### src/hdl/pal_pkg.sv
// ---------------------------------------------------------------------------
// pal_pkg : shared types and constants of the positional array list
// Field widths, action codes and the control bundle broadcast to the cells.
// ---------------------------------------------------------------------------
package pal_pkg;

  localparam int WORD_W  = 32;
  localparam int POS_W   = 8;
  localparam int CNT_W   = 7;
  localparam int ACT_W   = 2;
  // Width used for comparing a cell's own index against a position.
  localparam int IDX_W   = 16;

  localparam logic [CNT_W-1:0] CAP_RESET = 7'd64;

  typedef enum logic [ACT_W-1:0] {
    ACT_INSERT = 2'd0,
    ACT_GET    = 2'd1,
    ACT_DELETE = 2'd2,
    ACT_CLEAR  = 2'd3
  } action_t;

  // Broadcast to every cell in the cycle a transaction is accepted.
  typedef struct packed {
    logic              shift_up;    // successful insert
    logic              shift_down;  // successful delete
    logic              rd_en;       // successful get or delete
    logic [POS_W-1:0]  pos;         // position, clamped to the length on insert
    logic [WORD_W-1:0] word;        // word to insert
  } cell_ctrl_t;

endpackage

### src/hdl/pal_cell.sv
// ---------------------------------------------------------------------------
// pal_cell : one storage cell of the list chain
// Holds one entry, takes its left or right neighbour on a shift, and drives
// its entry onto the read tree when its index is addressed.
// ---------------------------------------------------------------------------
module pal_cell #(
  parameter int IDX = 0
) (
  input  logic                        clk,
  input  pal_pkg::cell_ctrl_t         ctrl,
  input  logic [pal_pkg::WORD_W-1:0]  left_q,
  input  logic [pal_pkg::WORD_W-1:0]  right_q,
  output logic [pal_pkg::WORD_W-1:0]  q,
  output logic [pal_pkg::WORD_W-1:0]  rd_word
);

  localparam logic [pal_pkg::IDX_W-1:0] MY_IDX = pal_pkg::IDX_W'(IDX);

  logic [pal_pkg::IDX_W-1:0]  pos_ext;
  logic                       match;
  logic                       above;
  logic [pal_pkg::WORD_W-1:0] q_r;
  logic [pal_pkg::WORD_W-1:0] q_nxt;

  assign pos_ext = pal_pkg::IDX_W'(ctrl.pos);
  assign match   = (MY_IDX == pos_ext);
  assign above   = (MY_IDX >  pos_ext);

  always_comb begin
    q_nxt = q_r;
    if (ctrl.shift_up) begin
      if (above)      q_nxt = left_q;
      else if (match) q_nxt = ctrl.word;
    end else if (ctrl.shift_down) begin
      if (above || match) q_nxt = right_q;
    end
  end

  always_ff @(posedge clk) begin
    q_r <= q_nxt;
  end

  assign q       = q_r;
  assign rd_word = (ctrl.rd_en && match) ? q_r : '0;

endmodule

### config.mk
export PLATFORM = sky130hd
export DESIGN_NAME = pal_cell
export DESIGN_NICKNAME = d
export VERILOG_FILES = /design/src/hdl/pal_pkg.sv /design/src/hdl/pal_cell.sv
export SDC_FILE = /design/constraint.sdc
export NUM_CORES = 1
export LEC_CHECK = 0
export BUFFER_PORTS_ARGS = -buffer_cell sky130_fd_sc_hd__buf_2
export CAP_MARGIN = 0
export CORE_MARGIN = 5
export CORE_UTILIZATION = 41
export CTS_CLUSTER_DIAMETER = 30
export DETAILED_ROUTE_END_ITERATION = 16
export PLACE_DENSITY_LB_ADDON = 0.2
export RECOVER_POWER = 25
export SLEW_MARGIN = 20
export SYNTH_ARGS = -nofsm -noshare
export SYNTH_HDL_FRONTEND = slang
export SYNTH_SLANG_ARGS = --single-unit
### constraint.sdc
create_clock -name clk -period 8.63 [get_ports clk]
set_input_delay 2.1575 -clock clk [delete_from_list [all_inputs] [get_ports clk]]
set_output_delay 2.1575 -clock clk [all_outputs]
set_load 0.02 [all_outputs]
; Word-level counts from Yosys, hierarchy flattened
; Index checks and enable logic that the tools add are counted.
[totals]
ramBits = 0
inputBits = 108
latchBits = 0
register_bits = 32
wordCells = 15
memories = 0
out_inout_bits = 64
rom_bits = 0
[op_classes]
bitwise = 0
magnitude_cmp = 1
div_mod_pow = 0
addsub = 0
reduce_logical = 6
multipliers = 0
n_shift = 0
eq_ne = 1
muxes = 6
[op_table]
columns = cell, n
row1 = 2-to-1 mux 32 bit, 6
row2 = zero test 16 bit, 1
row3 = greater-than comparator 1 x 8 -> 1 bit (first input constant), 1
row4 = nonzero test 2 bit, 2
row5 = != test 3 x 1 -> 1 bit (second input constant), 1
row6 = AND reduction 3 bit, 1
row7 = logical AND 1 bit, 1
row8 = logical OR 1 bit, 1

; Longest topological paths before layout
[logic_depth]
depth_word = 5
ltp_mapped = 4
mapped_depth_nobuf = 2

; Worst setup path after synthesis
; Ideal clock, no wire load.
[synth_path]
kind = input -> register
startpoint = in ctrl[33] in the netlist's numbering
endpoint = reg q_r, in the netlist q[0] (enable)
required_time_ns = 8.169
setup_time_ns = 0.461
n_path_buf = 1
t_arrival_ns = 5.081
stages = 3
setup_slack_ns = 3.088
path_cell_list = or4_4 -> buf_6 -> nor3_1
[synth_between]
elab_chain_cells = 4
elab_cells_between_ends = 6
classes_between = 1 x order compare / 1 x eq/ne / 4 x reduce/logical
[synth_lines]
columns = element, line
row1 = start: declaration, pal_cell.sv:10  ; input pal_pkg::cell_ctrl_t ctrl,
row2 = greater-than comparator 1 x 8 -> 1 bit or zero test 16 bit (tied branches), "pal_cell.sv:27, pal_cell.sv:26"
row3 = logical OR 1 bit, pal_cell.sv:35  ; if (above || match) q_nxt = right_q;
row4 = nonzero test 2 bit (no source line), --
row5 = AND reduction 3 bit (no source line) (*), --
row6 = end signal: assignment, pal_cell.sv:40  ; q_r <= q_nxt;
row7 = end: declaration, pal_cell.sv:22  ; logic [pal_pkg::WORD_W-1:0] q_r;
; Mark *: on every way between the ends. The rest lies on a longest branch, timed or not.
; A chain may end at the register's enable or synchronous reset.

; Worst setup path after layout
[layout_path]
startpoint = in ctrl[39] in the netlist's numbering
endpoint = out rd_word[6] in the netlist's numbering
[layout_between]
elab_chain_cells = 3
[layout_lines]
columns = element, line
row1 = zero test 16 bit, pal_cell.sv:26  ; assign match = (MY_IDX == pos_ext);
row2 = logical AND 1 bit, pal_cell.sv:44  ; assign rd_word = (ctrl.rd_en && match) ? q_r : '0;
row3 = 2-to-1 mux 32 bit, pal_cell.sv:44
row4 = end: declaration, pal_cell.sv:14  ; output logic [pal_pkg::WORD_W-1:0] rd_word
; Every way passes these cells.

==> impl_results.md <==
* Status: complete, no violations
* GP Congestion at 0.7225
* Crit-path cells: buf_2 -> or4_2 -> nor3_2 -> buf_2
* Synth top area share at 49.74%
* Die area at 6184 sq um
* Quantity of hold-fixing buffers added after cts at 0
* Slowest cell on crit path: or4_2
* CP required at 6470 ps
* Final hold vios at 0
* Fin crit period at ~6000 ps
* Drt pass-1 iters at 4
* Layout net count at ~390
* Hold path cells at 2
* Global-route wire length before repair at just over 8 mm
* Post-route ant nets at 0
* H-tree Lvls at 2
* Data arrival time of the critical path at slightly below 4000 ps
* Mapped Cells at around 150
* Routed len/inst at 15.55 microns
* Initial Util at 41.45%
* Worst-path clk slew at roughly 70 ps
* Setup TNS Final at 0 ps
* Max Root-Sink Buffers at 2
* Post-Syn Area at 1932 sq um
* RSZ-0062 raised after global routing: no
* Cell Area, Placed at 2569 sq um
* DR vias/cell at 4.883
* Vias in the first global route at 1688
* GR Util All Layers at 16.87%
* Slew Viols, Final at 0
* Library cells used by synthesis at 13
* # IOs at 172
* Routed vias at 1631
* Top post-synthesis cells by area: edfxtp_1 50%, mux2_2 19%, nor3_2 15%
* #FFs+latches synth at 32
* Most frequent cells in the layout: 107 x buf_2, 34 x clkbuf_1, 32 x mux2_2, 32 x nand2_1, 32 x edfxtp_1
* Die height at 78.64 microns
* Syn_nets at around 260
* Most common cell after layout, fill and taps aside: buf_2
* Remaining global-route overflow at 0
* Fin crit share at 70.75%
* Initial antenna violation count at 0
* Hold Path End: q[3]$_DFFE_PP_
* Max-cap check violation count at 0
* CORE AREA at 4661 sq um
* Num Clock Sinks at 32
* Crit path largest cell delay at between 1000 and 1500 ps
* # diodes at 0
* CP max FO at 33
* FP Rows at 25
* Worst Setup End Kind: primary output
* DRC at 0
* Layout cells sized above 1 at 63.57%
* Hold Crit Start: ctrl[3]
* Yosys top cell by area: edfxtp_1
* HPWL after DPL at 3.848 mm
* Max Freq at about 0.16 GHz
* Final wirelength at 5.194 mm
* Startpoint types: input pin
* Gates resized, CTS repair at 0
* Peak VDD IR at 0.08568 mV
* Worst Max-Slew Pin Slew at a little over 1000 ps
* Design Area, Final at 2615 sq um
* Register area share after synthesis at about 50%
* Setup CP Type: in2out
* Largest net degree at the start of global routing at 34
* # setup viols final at 0
* Relative slew slack at 32.62%
* Hold Crit Class: in2reg
* Filler cells at roughly 430
* Leak pwr at between 0.001 and 0.0015 uW
* Setup bufs post-CTS at 0
* Die X at 78.64 microns
* CTS Root Cell: clkbuf_8
* Area grow syn2layout at 35.36%
* Max FFs per register at 32
* Power Density at ~120 nW/um^2
* Ys Warns at 0
* Clock buffer count from CTS at 5
* CTS tree: built
* CP dominant cell by count: buf_2
* Number of buffers added on ports at 139
* Post-Syn Area per Cell at between 10 and 15 sq um
* Detailed router's first-iteration violation count at 90
per-stage QoR:
step | hold WS, ps | instances | power [uW] | utilization (%) | setup slack, ps
after floorplan | 2377 | 147 | 202.3 | - | 3088
after global placement | 2459 | 326 | 218.4 | 55.11 | 2559
after detailed placement | 2463 | 326 | 219.9 | 55.11 | 2537
after CTS | 2166 | 334 | 328.4 | 56.83 | 2533
after global routing | 2161 | 334 | 340.9 | 56.11 | 2450
final | 2177 | 334 | 323.5 | 56.11 | 2524
how the worst max path moves through the flow:
stage | startpoint | endpoint | slack [ps] | cells after the start
6_report | ctrl[39] | rd_word[6] | 2520 | 4
5_1_grt | ctrl[39] | rd_word[6] | 2450 | 4
4_1_cts | ctrl[39] | rd_word[6] | 2530 | 4
3_5_place_dp | ctrl[39] | rd_word[6] | 2540 | 4
3_3_place_gp | ctrl[39] | rd_word[16] | 2560 | 4
2_1_floorplan | ctrl[33] | q[0]$_DFFE_PP_ | 3090 | 3
layout make-up:
cell class | instances | area, sq um | share of cell area [%]
Sequential cell | 32 | 960.9 | 36.75
Multi-Input combinational cell | 100 | 843.3 | 32.25
Timing Repair Buffer | 140 | 663.1 | 25.36
Clock inverter | 1 | 3.754 | 0.1435
Tap cell | 54 | 67.56 | 2.584
Clock buffer | 7 | 76.32 | 2.919
Yosys cell counts:
cell type	number
nor2_1	1
buf_2	4
nand2_1	32
buf_6	4
or4_1	1
mux2_2	32
nor3_1	3
edfxtp_1	32
nor3_4	2
buf_12	3
nor3_2	28
clkbuf_1	4
or4_4	1
report_power, final:
| group | internal (uW) | switching (uW) | total [uW] |
|---|---|---|---|
| registers | 173 | 0.217 | 173 |
| clock network | 56.1 | 51.3 | 107 |
| logic | 23.8 | 19.4 | 43.2 |
routing by layer:
layer	vias to the layer above	GRT usage [%]	wire (microns)
met5	-	0	0
li1	794	-	-
met2	85	30.65	2711
met1	748	18.38	1943
met4	0	5.245	36
met3	4	5.619	503
critical path, delay by kind of cell:
kind | cells | cell delay [ps]
buf+inv | 2 | 300
simple gates | 2 | 1470
logic make-up (layout without fill, tap and decap cells):
logic type	after synthesis	count (layout)	synth area share (%)
flops	32	32	49.74
mux	32	32	18.65
buf+inv	15	148	7.254
simple gates	68	68	24.35
Note: power is estimated with default switching activity, not from simulation.
